==> src/rtl/core/atgsr_pkg.sv <==
// Shared types and constants for the tile grid slide resolver.
// Depends on nothing; every other file in rtl/core imports it.
`default_nettype none

package atgsr_pkg;

  // Stream word layouts, padded to whole bytes.
  localparam int unsigned IN_W  = 112;
  localparam int unsigned OUT_W = 56;

  // Wall memory word: 64 tile flags per word.
  localparam int unsigned WORD_W = 64;
  localparam int unsigned BIT_W  = 6;
  localparam logic [BIT_W-1:0]  BIT_MAX   = 6'd63;
  localparam logic [WORD_W-1:0] WORD_ONES = {WORD_W{1'b1}};

  // Command queue between front and back.
  localparam int unsigned Q_DEPTH = 4;
  localparam int unsigned Q_AW    = 2;

  // Configuration port.
  localparam int unsigned CFG_IDX_W  = 3;
  localparam int unsigned CFG_DATA_W = 15;
  localparam logic [CFG_IDX_W-1:0] CFG_MAP_WIDTH  = 3'd0;
  localparam logic [CFG_IDX_W-1:0] CFG_MAP_HEIGHT = 3'd1;
  localparam logic [CFG_IDX_W-1:0] CFG_HALF_X     = 3'd2;
  localparam logic [CFG_IDX_W-1:0] CFG_HALF_Y     = 3'd3;
  localparam logic [CFG_IDX_W-1:0] CFG_HALF_Z     = 3'd4;
  localparam logic [CFG_IDX_W-1:0] CFG_WALL_TOP   = 3'd5;

  localparam logic [6:0]  RST_MAP_WIDTH  = 7'd64;
  localparam logic [6:0]  RST_MAP_HEIGHT = 7'd64;
  localparam logic [14:0] RST_HALF_X     = 15'd64;
  localparam logic [14:0] RST_HALF_Y     = 15'd128;
  localparam logic [14:0] RST_HALF_Z     = 15'd64;
  localparam logic [14:0] RST_WALL_TOP   = 15'd512;

  // Request kind carried in tuser.
  localparam logic REQ_MOVE = 1'b1;

  typedef enum logic [1:0] {
    CMD_SKIP = 2'd0,
    CMD_LOAD = 2'd1,
    CMD_MOVE = 2'd2
  } cmd_kind_e;

  typedef struct packed {
    cmd_kind_e          kind;
    logic [11:0]        tile_index;
    logic               tile_wall;
    logic signed [15:0] old_x;
    logic signed [15:0] old_y;
    logic signed [15:0] old_z;
    logic signed [15:0] new_x;
    logic signed [15:0] new_y;
    logic signed [15:0] new_z;
  } cmd_t;

  typedef struct packed {
    logic [6:0]  map_width;
    logic [6:0]  map_height;
    logic [14:0] half_size_x;
    logic [14:0] half_size_y;
    logic [14:0] half_size_z;
    logic [14:0] wall_top;
  } cfg_t;

  typedef struct packed {
    logic wr_en;
    logic wr_val;
    logic rd_en;
  } mem_ctrl_t;

  // Width of a linear tile address, at least one bit above the word offset.
  function automatic int unsigned lin_addr_w(input int unsigned side);
    int unsigned w;
    w = $clog2(side * side);
    return (w > BIT_W) ? w : BIT_W + 1;
  endfunction

endpackage

`default_nettype wire

==> src/rtl/core/atgsr_back.sv <==
// Back end: writes wall flags and runs the up-to-three box tests of a move,
// sweeping covered tile rows word by word. Depends on atgsr_pkg.
`default_nettype none

module atgsr_back import atgsr_pkg::*; #(
  parameter int unsigned MAX_SIDE = 64
) (
  input  wire logic                clk_i,
  input  wire logic                rst_ni,
  input  cfg_t                     cfg_i,
  input  wire logic                head_valid_i,
  input  cmd_t                     head_i,
  output logic                     pop_o,
  output mem_ctrl_t                mem_ctrl_o,
  output logic [lin_addr_w(MAX_SIDE)-BIT_W-1:0] wr_addr_o,
  output logic [BIT_W-1:0]         wr_bit_o,
  output logic [lin_addr_w(MAX_SIDE)-BIT_W-1:0] rd_addr_o,
  input  wire logic [WORD_W-1:0]   rd_data_i,
  output logic                     out_valid_o,
  input  wire logic                out_ready_i,
  output logic [OUT_W-1:0]         out_data_o
);

  localparam int unsigned LA_W = lin_addr_w(MAX_SIDE);
  localparam int unsigned WA_W = LA_W - BIT_W;

  typedef enum logic [7:0] {
    ST_IDLE  = 8'b0000_0001,
    ST_SETUP = 8'b0000_0010,
    ST_SPAN  = 8'b0000_0100,
    ST_ROW   = 8'b0000_1000,
    ST_RD    = 8'b0001_0000,
    ST_CHK   = 8'b0010_0000,
    ST_EVAL  = 8'b0100_0000,
    ST_OUT   = 8'b1000_0000
  } state_e;

  typedef enum logic [1:0] {
    STG_NEW = 2'd0,
    STG_X   = 2'd1,
    STG_Z   = 2'd2
  } stage_e;

  state_e state_q, state_d;
  stage_e stage_q, stage_d;

  cmd_t               cmd_q, cmd_d;
  logic signed [15:0] cx_q, cx_d, cy_q, cy_d, cz_q, cz_d;
  logic               hit_q, hit_d, t_hit_q, t_hit_d, y_ok_q, y_ok_d;
  logic signed [9:0]  c_lo_q, c_lo_d, c_hi_q, c_hi_d;
  logic signed [9:0]  r_lo_q, r_lo_d, r_hi_q, r_hi_d, r_q, r_d;
  logic [LA_W-1:0]    st_q, st_d, en_q, en_d;
  logic [WA_W-1:0]    wd_q, wd_d;
  logic               out_valid_q, load_out;
  logic [OUT_W-1:0]   out_data_q;

  // Map extent clamped to the grid size.
  logic signed [9:0]  wv, hv, wm1, hm1;
  // Box edges in Q8.8, one bit of headroom each way.
  logic signed [17:0] cxe, cye, cze, hxe, hye, hze, wte;
  logic signed [17:0] bx0, bx1m, by0, by1, bz0, bz1m;
  logic signed [9:0]  tx_lo, tx_hi, tz_lo, tz_hi;
  logic [17:0]        row_base, lin_st, lin_en;
  logic [LA_W-1:0]    la_load;
  logic               at_st, at_en, word_hit, row_end, rd_next;
  logic [BIT_W-1:0]   sb, eb;
  logic [WORD_W-1:0]  mask;

  assign wv  = ({3'b0, cfg_i.map_width} > 10'(MAX_SIDE)) ? 10'(MAX_SIDE)
                                                         : {3'b0, cfg_i.map_width};
  assign hv  = ({3'b0, cfg_i.map_height} > 10'(MAX_SIDE)) ? 10'(MAX_SIDE)
                                                          : {3'b0, cfg_i.map_height};
  assign wm1 = wv - 10'sd1;
  assign hm1 = hv - 10'sd1;

  assign cxe = {{2{cx_q[15]}}, cx_q};
  assign cye = {{2{cy_q[15]}}, cy_q};
  assign cze = {{2{cz_q[15]}}, cz_q};
  assign hxe = {3'b0, cfg_i.half_size_x};
  assign hye = {3'b0, cfg_i.half_size_y};
  assign hze = {3'b0, cfg_i.half_size_z};
  assign wte = {3'b0, cfg_i.wall_top};

  assign bx0  = cxe - hxe;
  assign bx1m = cxe + hxe - 18'sd1;
  assign by0  = cye - hye;
  assign by1  = cye + hye;
  assign bz0  = cze - hze;
  assign bz1m = cze + hze - 18'sd1;

  // Floor to tile coordinates: first and last tile the box strictly enters.
  assign tx_lo = bx0[17:8];
  assign tx_hi = bx1m[17:8];
  assign tz_lo = bz0[17:8];
  assign tz_hi = bz1m[17:8];

  assign row_base = 18'(r_q[8:0]) * 18'(wv[8:0]);
  assign lin_st   = row_base + 18'(c_lo_q[8:0]);
  assign lin_en   = row_base + 18'(c_hi_q[8:0]);
  assign la_load  = LA_W'(head_i.tile_index);

  assign at_st    = (wd_q == st_q[LA_W-1:BIT_W]);
  assign at_en    = (wd_q == en_q[LA_W-1:BIT_W]);
  assign sb       = at_st ? st_q[BIT_W-1:0] : '0;
  assign eb       = at_en ? en_q[BIT_W-1:0] : BIT_MAX;
  assign mask     = (WORD_ONES << sb) & (WORD_ONES >> (BIT_MAX - eb));
  assign word_hit = |(rd_data_i & mask);
  assign row_end  = (r_q == r_hi_q);
  assign rd_next  = (state_q == ST_CHK) && !word_hit && !at_en;

  always_comb begin
    state_d = state_q;
    stage_d = stage_q;
    cmd_d   = cmd_q;
    cx_d    = cx_q;
    cy_d    = cy_q;
    cz_d    = cz_q;
    hit_d   = hit_q;
    t_hit_d = t_hit_q;
    y_ok_d  = y_ok_q;
    c_lo_d  = c_lo_q;
    c_hi_d  = c_hi_q;
    r_lo_d  = r_lo_q;
    r_hi_d  = r_hi_q;
    r_d     = r_q;
    st_d    = st_q;
    en_d    = en_q;
    wd_d    = wd_q;
    pop_o   = 1'b0;
    load_out = 1'b0;

    case (state_q)
      ST_IDLE: begin
        if (head_valid_i) begin
          pop_o = 1'b1;
          if (head_i.kind == CMD_MOVE) begin
            cmd_d   = head_i;
            cx_d    = head_i.new_x;
            cy_d    = head_i.new_y;
            cz_d    = head_i.new_z;
            hit_d   = 1'b0;
            stage_d = STG_NEW;
            state_d = ST_SETUP;
          end
        end
      end
      ST_SETUP: begin
        y_ok_d  = (by0 < wte) && (by1 > 18'sd0);
        c_lo_d  = tx_lo[9] ? 10'sd0 : tx_lo;
        c_hi_d  = (tx_hi > wm1) ? wm1 : tx_hi;
        r_lo_d  = tz_lo[9] ? 10'sd0 : tz_lo;
        r_hi_d  = (tz_hi > hm1) ? hm1 : tz_hi;
        state_d = ST_SPAN;
      end
      ST_SPAN: begin
        if (!y_ok_q || (c_lo_q > c_hi_q) || (r_lo_q > r_hi_q)) begin
          t_hit_d = 1'b0;
          state_d = ST_EVAL;
        end else begin
          r_d     = r_lo_q;
          state_d = ST_ROW;
        end
      end
      ST_ROW: begin
        st_d    = lin_st[LA_W-1:0];
        en_d    = lin_en[LA_W-1:0];
        wd_d    = lin_st[LA_W-1:BIT_W];
        state_d = ST_RD;
      end
      ST_RD: begin
        state_d = ST_CHK;
      end
      ST_CHK: begin
        if (word_hit) begin
          t_hit_d = 1'b1;
          state_d = ST_EVAL;
        end else if (at_en) begin
          if (row_end) begin
            t_hit_d = 1'b0;
            state_d = ST_EVAL;
          end else begin
            r_d     = r_q + 10'sd1;
            state_d = ST_ROW;
          end
        end else begin
          wd_d = wd_q + 1'b1;
        end
      end
      ST_EVAL: begin
        case (stage_q)
          STG_NEW: begin
            if (t_hit_q) begin
              // Fall back to the old y and z, keep the proposed x.
              hit_d   = 1'b1;
              cy_d    = cmd_q.old_y;
              cz_d    = cmd_q.old_z;
              stage_d = STG_X;
              state_d = ST_SETUP;
            end else begin
              state_d = ST_OUT;
            end
          end
          STG_X: begin
            if (t_hit_q) begin
              cx_d = cmd_q.old_x;
            end
            cz_d    = cmd_q.new_z;
            stage_d = STG_Z;
            state_d = ST_SETUP;
          end
          default: begin
            if (t_hit_q) begin
              cz_d = cmd_q.old_z;
            end
            state_d = ST_OUT;
          end
        endcase
      end
      ST_OUT: begin
        if (!out_valid_q || out_ready_i) begin
          load_out = 1'b1;
          state_d  = ST_IDLE;
        end
      end
      default: begin
        state_d = ST_IDLE;
      end
    endcase
  end

  always_comb begin
    mem_ctrl_o.wr_en  = (state_q == ST_IDLE) && head_valid_i && (head_i.kind == CMD_LOAD);
    mem_ctrl_o.wr_val = head_i.tile_wall;
    mem_ctrl_o.rd_en  = (state_q == ST_RD) || rd_next;
    wr_addr_o         = la_load[LA_W-1:BIT_W];
    wr_bit_o          = la_load[BIT_W-1:0];
    rd_addr_o         = rd_next ? wd_q + 1'b1 : wd_q;
  end

  always_ff @(posedge clk_i or negedge rst_ni) begin
    if (!rst_ni) begin
      state_q     <= ST_IDLE;
      stage_q     <= STG_NEW;
      out_valid_q <= 1'b0;
    end else begin
      state_q <= state_d;
      stage_q <= stage_d;
      if (load_out) begin
        out_valid_q <= 1'b1;
      end else if (out_ready_i) begin
        out_valid_q <= 1'b0;
      end
    end
  end

  always_ff @(posedge clk_i) begin
    cmd_q   <= cmd_d;
    cx_q    <= cx_d;
    cy_q    <= cy_d;
    cz_q    <= cz_d;
    hit_q   <= hit_d;
    t_hit_q <= t_hit_d;
    y_ok_q  <= y_ok_d;
    c_lo_q  <= c_lo_d;
    c_hi_q  <= c_hi_d;
    r_lo_q  <= r_lo_d;
    r_hi_q  <= r_hi_d;
    r_q     <= r_d;
    st_q    <= st_d;
    en_q    <= en_d;
    wd_q    <= wd_d;
    if (load_out) begin
      out_data_q <= {7'b0, hit_q, cz_q, cy_q, cx_q};
    end
  end

  assign out_valid_o = out_valid_q;
  assign out_data_o  = out_data_q;

endmodule

`default_nettype wire

==> config.mk <==
export PLATFORM = sky130hd
export DESIGN_NAME = atgsr_back
export DESIGN_NICKNAME = d
export VERILOG_FILES = /design/src/rtl/core/atgsr_pkg.sv /design/src/rtl/core/atgsr_back.sv
export SDC_FILE = /design/constraint.sdc
export NUM_CORES = 1
export LEC_CHECK = 0
export BUFFER_PORTS_ARGS = -buffer_cell sky130_fd_sc_hd__buf_4
export CAP_MARGIN = 20
export CORE_UTILIZATION = 62
export CTS_CLUSTER_DIAMETER = 60
export DETAILED_ROUTE_END_ITERATION = 6
export MAX_ROUTING_LAYER = met4
export PLACE_DENSITY = 0.95
export SLEW_MARGIN = 40
export SYNTH_ARGS = -nofsm -noshare
export SYNTH_HDL_FRONTEND = slang
export SYNTH_SLANG_ARGS = --single-unit
==> constraint.sdc <==
create_clock -name clk_i -period 12.65 [get_ports clk_i]
set_clock_uncertainty 0.2 [all_clocks]
set_input_delay 1.8975 -clock clk_i [delete_from_list [all_inputs] [get_ports clk_i]]
set_output_delay 1.8975 -clock clk_i [all_outputs]
set_load 0.02 [all_outputs]
# Yosys cells after proc, flatten, opt, wreduce, memory -nomap -nowiden
# Cells that the tools add are included.
# Widths: inputs -> output; s select.
[word_totals]
output_inout_bits = 79
reg_bits = 255
[op_classes]
multipliers = 1
n_bitwise = 2
muxes = 61
shift = 2
addsub = 15
n_reduce_logical = 28
n_lt_le_gt_ge = 8
n_eq_ne = 31
[ops]
columns = ["op", "n"]
rows = [
  ["$mux 16", 12],
  ["$and 64x64->64", 2],
  ["$pmux 16 s2", 3],
  ["$pmux 8 s8", 1],
  ["$reduce_or 64->1", 1],
  ["$shl 64x6->64 const A", 1],
  ["$shr 64x6->64 const A", 1],
  ["$mux 10", 6],
  ["$add 16x16->17", 3],
  ["$sub 16x16->17", 3],
  ["$mux 8", 6],
  ["$sub 17x2->18 const B", 2],
  ["$mux 6", 5],
  ["$mux 7", 4],
  ["$add 12x9->12", 2],
  ["$ne 2x2->1 const B", 12],
  ["$gt 10x10->1", 2],
  ["$gt 10x8->1", 2],
  ["$pmux 10 s2", 1],
  ["$reduce_and 5->1", 4],
  ["$gt 17x1->1 const B", 1],
  ["$lt 17x16->1", 1],
  ["$pmux 8 s2", 1],
  ["$sub 7x1->8 const B", 2],
  ["other kinds (30)", 70],
]

# Logic depth before layout (Yosys ltp)
# Gate-level depths: netlist (run 1).
[logic_depth]
word_depth = 11
ltp_mapped = 23
depth_no_buf = 22

# Worst setup path after synthesis (run 1)
# Ideal clock, no wire load.
[synth_timing]
path_kind = "input-to-reg"
startpoint = "input head_valid_i"
endpoint = "register cmd_q[0] (netlist bit), enable pin"
path_buffers = 0
t_arrival_ps = 6664
cell_stages = 2
required_time_ps = 11872
path_slack_ps = 5208
cell_sequence = "nand2_1 > nor3b_1"
[synth_between]
elab_chain_cells = 1
[synth_rtl]
columns = ["element", "line_no", "source"]
rows = [
  ["start: declaration", "atgsr_back.sv:11", "input wire logic head_valid_i,"],
  ["$reduce_and 3->1 (no line)", "n/a", ""],
  ["end signal: assignment", "atgsr_back.sv:257", "cmd_q <= cmd_d;"],
  ["end: declaration", "atgsr_back.sv:47", "cmd_t cmd_q, cmd_d;"],
]
# No other way between the ends.
# A chain may end at the register's enable or synchronous reset.

# Final worst setup path (run 1)
[layout_timing]
startpoint = "register wd_q[5]"
endpoint = "output rd_addr_o[1]"
[layout_between]
elab_chain_cells = 11
word_cells_on_any_way = 15
cone_classes = "add/sub (1); eq/ne (2); shift (2); mux (3); bitwise (2); reduce/logical (5)"
[layout_rtl]
columns = ["element", "line_no", "source"]
rows = [
  ["start: declaration", "atgsr_back.sv:53", "logic [WA_W-1:0] wd_q, wd_d;"],
  ["start signal: assignment", "atgsr_back.sv:271", "wd_q <= wd_d;"],
  ["$eq 6x6->1", "atgsr_back.sv:103", "assign at_en = (wd_q == en_q[LA_W-1:BIT_W]);"],
  ["$mux 6", "atgsr_back.sv:105", "assign eb = at_en ? en_q[BIT_W-1:0] : BIT_MAX;"],
  ["$sub 6x6->6", "atgsr_back.sv:106", "assign mask = (WORD_ONES << sb) & (WORD_ONES >> (BIT_MAX - eb));"],
  ["$shr 64x6->64", "atgsr_back.sv:106", ""],
  ["$and 64x64->64", "atgsr_back.sv:106", ""],
  ["$and 64x64->64", "atgsr_back.sv:107", "assign word_hit = |(rd_data_i & mask);"],
  ["$reduce_or 64->1", "atgsr_back.sv:107", ""],
  ["$logic_not 1->1", "atgsr_back.sv:109", "assign rd_next = (state_q == ST_CHK) && !word_hit && !at_en;"],
  ["$logic_and 1x1->1", "atgsr_back.sv:109", ""],
  ["$logic_and 1x1->1 *", "atgsr_back.sv:109", ""],
  ["$mux 6 *", "atgsr_back.sv:237", "rd_addr_o = rd_next ? wd_q + 1'b1 : wd_q;"],
  ["end: declaration", "atgsr_back.sv:17", "output logic [lin_addr_w(MAX_SIDE)-BIT_W-1:0] rd_addr_o,"],
]
# Every way passes the cells marked *; elsewhere a longest branch is shown, timed or not.

==> results.md, run 1 <==
* Run status: completed
* Drc violations at 0
* Global-route wire length before repair at 85000 um
* Post-Place Cells at 2613
* Async set-reset flop share out of synthesis at 4.35%
* Hold_sp: hit_q$_DFFE_PP_
* Number of port buffers at 298
* Number of post-CTS setup repair buffers at 0
* Full die area at 31600 um2
* Static Leakage at 9.97 nW
* Post-synth top flop: edfxtp_1
* Overall via count from detail_route at 16400
* Worst max-slew margin expressed relative to the limit at 46.4%
* Final slew viol count at 0
* Highest ir drop seen on vdd at 146 uV
* P&R area growth vs syn at 17.8%
* Final GP Congestion at 0.968
* Worst skew pair latency at 0.55 ns
* Biggest area contributors in the synthesized netlist: edfxtp_1 38%, ha_1 14%, inv_1 4.7%, xnor2_1 4.3%, nand2_1 4.2%
* Count of nets after finishing at 2744
* Cell breakdown of the critical path: xnor2_1 -> nand3_1 -> nor3_1 -> a31oi_1 -> a2111oi_1 -> o2111ai_1 -> nor4_2 -> and3_1 -> mux2_4 -> buf_4
* Cell family with most CP delay: simple AND/OR/NAND/NOR gates
* Largest net degree at the start of global routing at 70
* Number of core rows at 64
* Detailed Place HPWL at 42300 um
* Placeable core area at 30500 um2
* Start of the worst register-to-register path: r_q[0]$_DFFE_PP_
* Global-route usage over all layers at 35.8%
* Shortest period the worst path allows at 7.26 ns
* ANT nets after route at 0
* Total iterations of the first detailed-routing run at 7
* Height of the die at 178 um
* Maximum level of the CTS H-tree at 1
* Hold Fails Final Rpt at 0
* Final global-route overflow total at 0
* Total non-filler cell area in the finished layout at 22600 um2
* Number of global-route vias before repair at 16600
* WP data required at 10.55 ns
* Count of mapped cells out of synthesis at 1985
* Sequential area share after synthesis at 39.3%
* Hold-fix buffer count after cts at 0
* Slowest-stage cell, CP: nand3_1
* Number of distinct library cells after synthesis at 89
* Highest Clock Rate at 0.138 GHz
* Cell at the root of the clock tree: clkbuf_16
* Clock transition at the registers of the reported paths at 0.07 ns
* Synth Register Bits at 253
* Cell accounting for the most synthesized area: edfxtp_1
* Layout fillers at 1933
* Fraction of final layout cells with drive strength greater than 1 at 18.0%
* Routed wire length per instance at 20.9 um
* Ys Warns at 0
* Total standard cell area after synthesis at 19200 um2
* Number of DRC violations after detailed-routing iteration 0 at 1586
* Setup tns final at 0 ns
* Worst hold path type: reg2reg
* Critical path capture point type: output port
* Instance area at placement at 21600 um2
* Transition time of the tightest slew-check pin at 0.804 ns
* Class of the most critical setup path: reg2out
* Power per unit of standard cell area at 113 nW/um2
* Initial standard-cell utilization of the core at 62.9%
* Number of buffers between clock root and the deepest sink at 3
* Antenna violations before repair at 0
* Critical Path Fanout Max at 12
* Post-synthesis average cell area at 9.66 um2
* Portion of synthesized cell area occupied by the leading cell type at 37.9%
* I/O pin count at 332
* CTS tree: done
* Stage delay of the slowest cell on the critical path at 0.63 ns
* Post-CTS Resized at 0
* Clk sinks at 253
* Final Instance Count excl. Fillers at 2664
* Fin Hold WS at 0.225 ns
* Max Cap Violations at 0
* Horizontal die dimension at 178 um
* Timing startpoint of the critical path: wd_q[5]$_DFFE_PP_
* Final period util at 57.4%
* Worst Path Buf+Inv at 1
* CTS buffer count at 27
* Detailed Route WL at 55700 um
* Antenna cells at 0
* Worst Path Arrival at 5.16 ns
* Post-layout utilization of the core at 74.0%
* Type of origin of the critical path: flop
* Number of enable flip-flop cells after synthesis at 242
* Unrepaired setup endpoints after global routing: no
* Average vias per placed instance at 6.16
* Final-report setup violation count at 0
[cell usage in the layout (no fill, tap or decap), types with 27 or more instances in the layout]
cell / count
edfxtp_1: 242
nor2b_1: 34
o21ai_0: 85
fa_1: 33
o31ai_1: 35
buf_4: 314
and2_1: 38
ha_1: 211
clkbuf_16: 27
xnor2_1: 94
nor3_1: 47
inv_1: 239
a21oi_1: 94
nand2_1: 213
nand3_1: 35
nor2_1: 125
[state kept, by name, summed over array words and instances (netlist names), 9 cells and up]
register / flops
cmd_q: 64
out_data_o: 49
cx_q: 16
cy_q: 16
cz_q: 16
en_q: 12
st_q: 12
c_hi_q: 10
r_hi_q: 10
r_q: 10
c_lo_q: 9
r_lo_q: 9
[worst register-to-register path: cells and delay by family (launching register included)]
family / cells / cell delay, ns
AO/OA/AOI/OAI: 2 / 0.50
XOR/XNOR: 2 / 0.29
adder cells (fa/ha/maj): 6 / 2.83
buffers and inverters: 3 / 0.14
flip-flops: 1 / 0.62
multiplexers: 1 / 0.27
AND/OR/NAND/NOR: 5 / 0.61
[where the power goes]
group,internal [mW],switching [mW]
combinational,0.317,0.400
sequential,0.988,0.0267
clock,0.484,0.337
[per-layer routing]
metal | vias to the layer above | track usage (%) | share of wire, % | routed length [um]
met3 | 232 | 7.05 | 9.3 | 5200
met2 | 952 | 61.6 | 49 | 27300
li1 | 7461 | - | - | -
met4 | 0 | 17.5 | 5.4 | 3030
met5 | - | - | 0 | 0
met1 | 7767 | 39.5 | 36 | 20100
[stage by stage]
| stage | setup slack, ns | power, mW |
|---|---|---|
| floorplan | 5.21 | 1.52 |
| global placement | 5.10 | 1.68 |
| detailed placement | 4.95 | 1.72 |
| CTS | 5.46 | 2.54 |
| global route | 5.15 | 2.66 |
| finish | 5.39 | 2.55 |
[layout make-up]
| type | count | area (um2) | share of cell area (%) |
|---|---|---|---|
| Multi-Input combinational cell | 1409 | 10300 | 45.8 |
| Sequential cell | 253 | 7540 | 33.4 |
| Timing Repair Buffer | 316 | 2370 | 10.5 |
| Inverter | 240 | 901 | 3.99 |
| Clock buffer | 35 | 756 | 3.35 |
| Tap cell | 396 | 495 | 2.19 |
| Clock inverter | 15 | 168 | 0.742 |
[worst paths after layout]
kind,end,slack (ns),depth (start not counted)
setup / recovery,rd_addr_o[1],5.39,10
hold / removal,out_data_o[48]$_DFFE_PP_,0.22,0
setup reg to reg,wd_q[5]$_DFFE_PP_,6.94,19
hold reg to reg,out_data_o[48]$_DFFE_PP_,0.22,0
max in group asynchronous,state_q[0]$_DFFE_PN1P_,11.05,1
min in group asynchronous,state_q[2]$_DFFE_PN0P_,0.97,1
[kinds of logic (layout without fill, tap and decap cells)]
family          count (synthesis)  count (layout)  share of synthesized area (%)
buf+inv                       333             606                           7.18
fa+ha+maj                     246             246                           17.3
compound gates                391             391                           13.6
mux                            33              33                           1.81
simple gates                  610             610                           15.3
flops                         253             253                           39.3
xor+xnor                      118             118                           5.47
other cells                     1              11                         0.0196
[cell usage after synthesis, drive strengths merged, types with 9 or more instances]
library cell	count
dfrtp	10
a211oi	12
or3	16
or2	13
and2	38
ha	211
edfxtp	242
nand2	213
a21o	20
o211ai	9
nor2b	34
mux2	11
o21bai	18
xnor2	96
nor3	48
nand2b	21
nand4	20
and3	13
o21ai	86
a21oi	96
mux2i	22
nor2	127
o21a	14
a31oi	10
fa	33
o31ai	35
nor3b	10
buf	36
clkbuf	57
xor2	22
nand3	35
inv	240
Power figures use the tool's default switching activity.
==> run 2, diff against run 1 <==
CORE_UTILIZATION = 52   (was 62)
PLACE_DENSITY = 0.87   (was 0.95)
clock period = 6.34 ns   (was 12.65 ns; I/O delays follow)
==> results.md, run 2 (synthesis results as in run 1) <==
* Placeable core area at 35900 um2
* Slack of the critical path at 0.268 ns
* Overall via count from detail_route at 16100
* Layout fillers at 2750
* Highest ir drop seen on vdd at 231 uV
* Final period util at 95.8%
* Shortest period the worst path allows at 6.07 ns
* Highest Clock Rate at 0.165 GHz
* Worst Path Buf+Inv at 1
* Clock transition at the registers of the reported paths at 0.06 ns
* Critical path capture point type: output port
* Commonest cells after routing, fill and taps aside: 327 x buf_4, 242 x edfxtp_1, 239 x inv_1
* Number of post-CTS setup repair buffers at 0
* Final-report setup violation count at 0
* Final slew viol count at 0
* Start of the worst register-to-register path: r_q[0]$_DFFE_PP_
* Slowest-stage cell, CP: or4_1
* Timing startpoint of the critical path: wd_q[3]$_DFFE_PP_
* Cell at the root of the clock tree: clkbuf_16
* WP data required at 5.19 ns
* P&R area growth vs syn at 19.3%
* Transition time of the tightest slew-check pin at 0.800 ns
* ANT nets after route at 0
* Class of the most critical setup path: reg2out
* Final global-route overflow total at 0
* Stage delay of the slowest cell on the critical path at 0.77 ns
* Unrepaired setup endpoints after global routing: no
* Critical Path Fanout Max at 24
* Height of the die at 194 um
* Worst skew pair latency at 0.57 ns
* Most common cell after layout, fill and taps aside: buf_4
* Maximum level of the CTS H-tree at 1
* Hold Fails Final Rpt at 0
* Hold_sp: hit_q$_DFFE_PP_
* Total non-filler cell area in the finished layout at 22900 um2
* Fraction of final layout cells with drive strength greater than 1 at 18.6%
* I/O pin count at 332
* Number of DRC violations after detailed-routing iteration 0 at 1186
* Detailed Route WL at 54400 um
* Detailed Place HPWL at 42300 um
* Max Cap Violations at 0
* Routed wire length per instance at 19.8 um
* Initial standard-cell utilization of the core at 53.4%
* Cell breakdown of the critical path: xnor2_2 -> nand4_2 -> or4_1 -> o21a_1 -> nor4_2 -> nand4_1 -> a2111oi_2 -> a21o_2 -> and3_1 -> mux2_4 -> buf_4
* Number of buffers between clock root and the deepest sink at 3
* Run status: completed
* Total iterations of the first detailed-routing run at 6
* Worst hold path type: reg2reg
* Fin Hold WS at 0.234 ns
* Average vias per placed instance at 5.86
* Drc violations at 0
* Instance area at placement at 21800 um2
* Static Leakage at 10.1 nW
* Global-route wire length before repair at 85800 um
* Power per unit of standard cell area at 229 nW/um2
* CTS tree: done
* Full die area at 37700 um2
* Type of origin of the critical path: flop
* Largest net degree at the start of global routing at 70
* Number of core rows at 69
* Flip-flop count of the largest register, all copies and words added at 64
* Worst setup slack after placement at 0.0176 ns
* Count of nets after finishing at 2756
* Global-route usage over all layers at 29.7%
* Horizontal die dimension at 194 um
* Clk sinks at 253
* Worst max-slew margin expressed relative to the limit at 46.6%
* Number of port buffers at 298
* Worst Path Arrival at 4.92 ns
* Final GP Congestion at 0.981
* Cell family with most CP delay: simple AND/OR/NAND/NOR gates
* Register name with the most flops: cmd_q
* Antenna violations before repair at 3
* Number of global-route vias before repair at 16600
* CTS buffer count at 27
* Setup tns final at 0 ns
run 2: cell types whose count changed in the layout (fill, tap and decap cells not counted), moves of 2 or more:
cell | before | now
o31ai_1 | 35 | 33
clkbuf_8 | 5 | 0
bufinv_16 | 3 | 8
buf_4 | 314 | 327
diode_2 | 0 | 3
clkinv_1 | 5 | 2
o31ai_2 | 0 | 2
run 2: timing repair:
| item | 4_1_cts | 5_1_grt |
|---|---|---|
| hold buffers | 1 | 0 |
| setup endpoints to repair | 0 | 1 |
| gates resized for setup | 0 | 3 |
| endpoints found under the hold margin | 8 | 0 |
run 2: worst paths after layout:
| kind | to | slack, ns | depth (start not counted) |
|---|---|---|---|
| setup / recovery | rd_addr_o[1] | 0.27 | 11 |
| hold / removal | out_data_o[48]$_DFFE_PP_ | 0.23 | 0 |
| setup reg to reg | wd_q[4]$_DFFE_PP_ | 0.63 | 18 |
| hold reg to reg | out_data_o[48]$_DFFE_PP_ | 0.23 | 0 |
| max in group asynchronous | state_q[0]$_DFFE_PN1P_ | 5.10 | 2 |
| min in group asynchronous | state_q[3]$_DFFE_PN0P_ | 0.61 | 2 |
run 2: per-stage QoR:
step                util [%]  instances  power [mW]
finish                  63.7       2744        5.24
global route            63.7       2744        5.48
CTS                     63.6       2741        5.24
detailed placement      60.7       2690        3.44
global placement        60.7       2690        3.37
floorplan                  -       1995        3.03
run 2: layout make-up:
| cell class | instances | area [um2] | share of cell area, % |
|---|---|---|---|
| sequential | 253 | 7540 | 33.0 |
| multi-input combinational | 1409 | 10400 | 45.3 |
| clock inverter | 19 | 329 | 1.44 |
| antenna | 3 | 7.51 | 0.0328 |
| clock buffer | 31 | 691 | 3.02 |
| tap | 461 | 577 | 2.52 |
| timing repair buffer | 328 | 2460 | 10.8 |
| inverter | 240 | 901 | 3.94 |
run 2: layer usage:
metal | track usage [%] | routed length [um]
met2 | 51.4 | 26800
met1 | 32.3 | 20100
met3 | 6.33 | 4910
met4 | 14.3 | 2640
met5 | - | 0
run 2: report_power, final:
part / switching, mW / internal, mW
clock: 0.686 / 1.12
combinational: 0.781 / 0.632
sequential: 0.0511 / 1.97
==> run 3, diff against run 2 <==
PLACE_DENSITY = not set   (was 0.87)
PLACE_DENSITY_LB_ADDON = 0.3   (was not set)
TNS_END_PERCENT = 10   (was not set)
==> results.md, run 3 (synthesis results as in run 1) <==
* Timing startpoint of the critical path: wd_q[5]$_DFFE_PP_
* I/O pin count at 332
* Destination of the critical timing path: rd_addr_o[1]
* Critical Path Fanout Max at 12
* Drc violations at 0
* Hold Fails Final Rpt at 0
* Worst hold path type: reg2reg
* Shortest period the worst path allows at 6.02 ns
* Register-to-register setup slack at 0.66 ns
* CTS tree: done
* Worst Path Arrival at 4.87 ns
* Largest net degree at the start of global routing at 70
* Global-route wire length before repair at 81800 um
* ANT nets after route at 0
* Final period util at 94.9%
* Register name with the most flops: cmd_q
* Worst skew pair latency at 0.57 ns
* Highest Clock Rate at 0.166 GHz
* Final-report setup violation count at 0
* Number of cells traversed by the worst register-to-register path at 19
* Final slew viol count at 0
* Number of DRC violations after detailed-routing iteration 0 at 1049
* Horizontal die dimension at 194 um
* Global-route usage over all layers at 28.4%
* Number of core rows at 69
* Maximum level of the CTS H-tree at 1
* WP data required at 5.19 ns
* Final global-route overflow total at 0
* Type of origin of the critical path: flop
* Detailed Route WL at 52800 um
* Routed wire length per instance at 19.1 um
* Critical path capture point type: output port
* Detailed Place HPWL at 41900 um
* Clk sinks at 253
* Transition time of the tightest slew-check pin at 0.827 ns
* Commonest cells after routing, fill and taps aside: 334 x buf_4, 242 x edfxtp_1, 239 x inv_1
* Overall via count from detail_route at 15600
* Cell at the root of the clock tree: clkbuf_16
* P&R area growth vs syn at 19.9%
* CTS buffer count at 30
* Number of port buffers at 298
* Number of buffers between clock root and the deepest sink at 3
* Height of the die at 194 um
* Post-CTS Resized at 0
* Worst max-slew margin expressed relative to the limit at 44.8%
* Full die area at 37700 um2
* Fraction of final layout cells with drive strength greater than 1 at 19.1%
* Highest ir drop seen on vdd at 229 uV
* Power per unit of standard cell area at 231 nW/um2
* Count of nets after finishing at 2768
* Total iterations of the first detailed-routing run at 5
* Run status: completed
* Crit Reg-Reg Endpoint: wd_q[5]$_DFFE_PP_
* Initial standard-cell utilization of the core at 53.4%
* Flip-flop count of the largest register, all copies and words added at 64
* Static Leakage at 10.2 nW
* Total power at 5.31 mW
* Number of global-route vias before repair at 15800
* Post-layout utilization of the core at 64.0%
* Placeable core area at 35900 um2
* Final GP Congestion at 0.971
* Layout fillers at 2882
* Unrepaired setup endpoints after global routing: no
* Antenna violations before repair at 4
* Max Cap Violations at 0
* Most common cell after layout, fill and taps aside: buf_4
* Start of the worst register-to-register path: r_q[2]$_DFFE_PP_
* Clock transition at the registers of the reported paths at 0.06 ns
* Average vias per placed instance at 5.64
* Class of the most critical setup path: reg2out
[run 3: timing repair]
action | in CTS | in global routing
endpoints found under the hold margin | 10 | 0
hold buffers | 1 | 0
buffers inserted | 0 | 0
[run 3: power by group]
part | total (mW) | switching [mW] | internal [mW]
Combinational | 1.39 | 0.760 | 0.633
Sequential | 2.02 | 0.0488 | 1.97
Clock | 1.89 | 0.731 | 1.16
[run 3: worst min path at each step]
stage                         start                        to  depth (start not counted)
floorplan           hit_q$_DFFE_PP_  out_data_o[48]$_DFFE_PP_                          0
global placement    hit_q$_DFFE_PP_  out_data_o[48]$_DFFE_PP_                          0
detailed placement  hit_q$_DFFE_PP_  out_data_o[48]$_DFFE_PP_                          0
CTS                 hit_q$_DFFE_PP_  out_data_o[48]$_DFFE_PP_                          0
global route        hit_q$_DFFE_PP_  out_data_o[48]$_DFFE_PP_                          0
finish              hit_q$_DFFE_PP_  out_data_o[48]$_DFFE_PP_                          0
[run 3: metal layers]
layer | vias up | global-route usage [%] | wire length (um)
met5 | - | - | 0
met4 | 0 | 12.7 | 2380
met3 | 132 | 6.26 | 4150
met2 | 584 | 49.4 | 26000
met1 | 7338 | 31.1 | 20300
li1 | 7522 | - | -
[run 3: area by class of cell]
cell class	count	area (um2)	area share (%)
timing repair buffer	337	2530	11.0
tap	461	577	2.51
multi-input combinational	1409	10300	44.9
antenna	4	10.0	0.0435
inverter	240	901	3.92
clock buffer	31	754	3.28
sequential	253	7540	32.8
clock inverter	25	348	1.51
[run 3: metrics by stage]
stage / instances / cell area [um2] / TNS [ns] / setup slack [ns] / hold WS, ns
final: 2760 / 23000 / 0 / 0.323 / 0.240
after global placement: 2697 / 21900 / 0 / 0.0130 / 0.210
after detailed placement: 2698 / 21900 / -0.144 / -0.144 / 0.222
after global routing: 2760 / 23000 / 0 / 0.0272 / 0.231
after floorplan: 1995 / 19200 / 0 / 0.151 / 0.200
after CTS: 2755 / 23000 / 0 / 0.374 / 0.234
[run 3: critical path, stage by stage (launching register included)]
cell      delay [ns]
edfxtp_1        0.51
xnor2_1         0.49
nand3_1         0.59
o31ai_1         0.65
o311ai_0        0.28
or4_4           0.48
nor4_2          0.23
buf_4           0.19
and3_1          0.37
mux2_4          0.34
buf_4           0.16
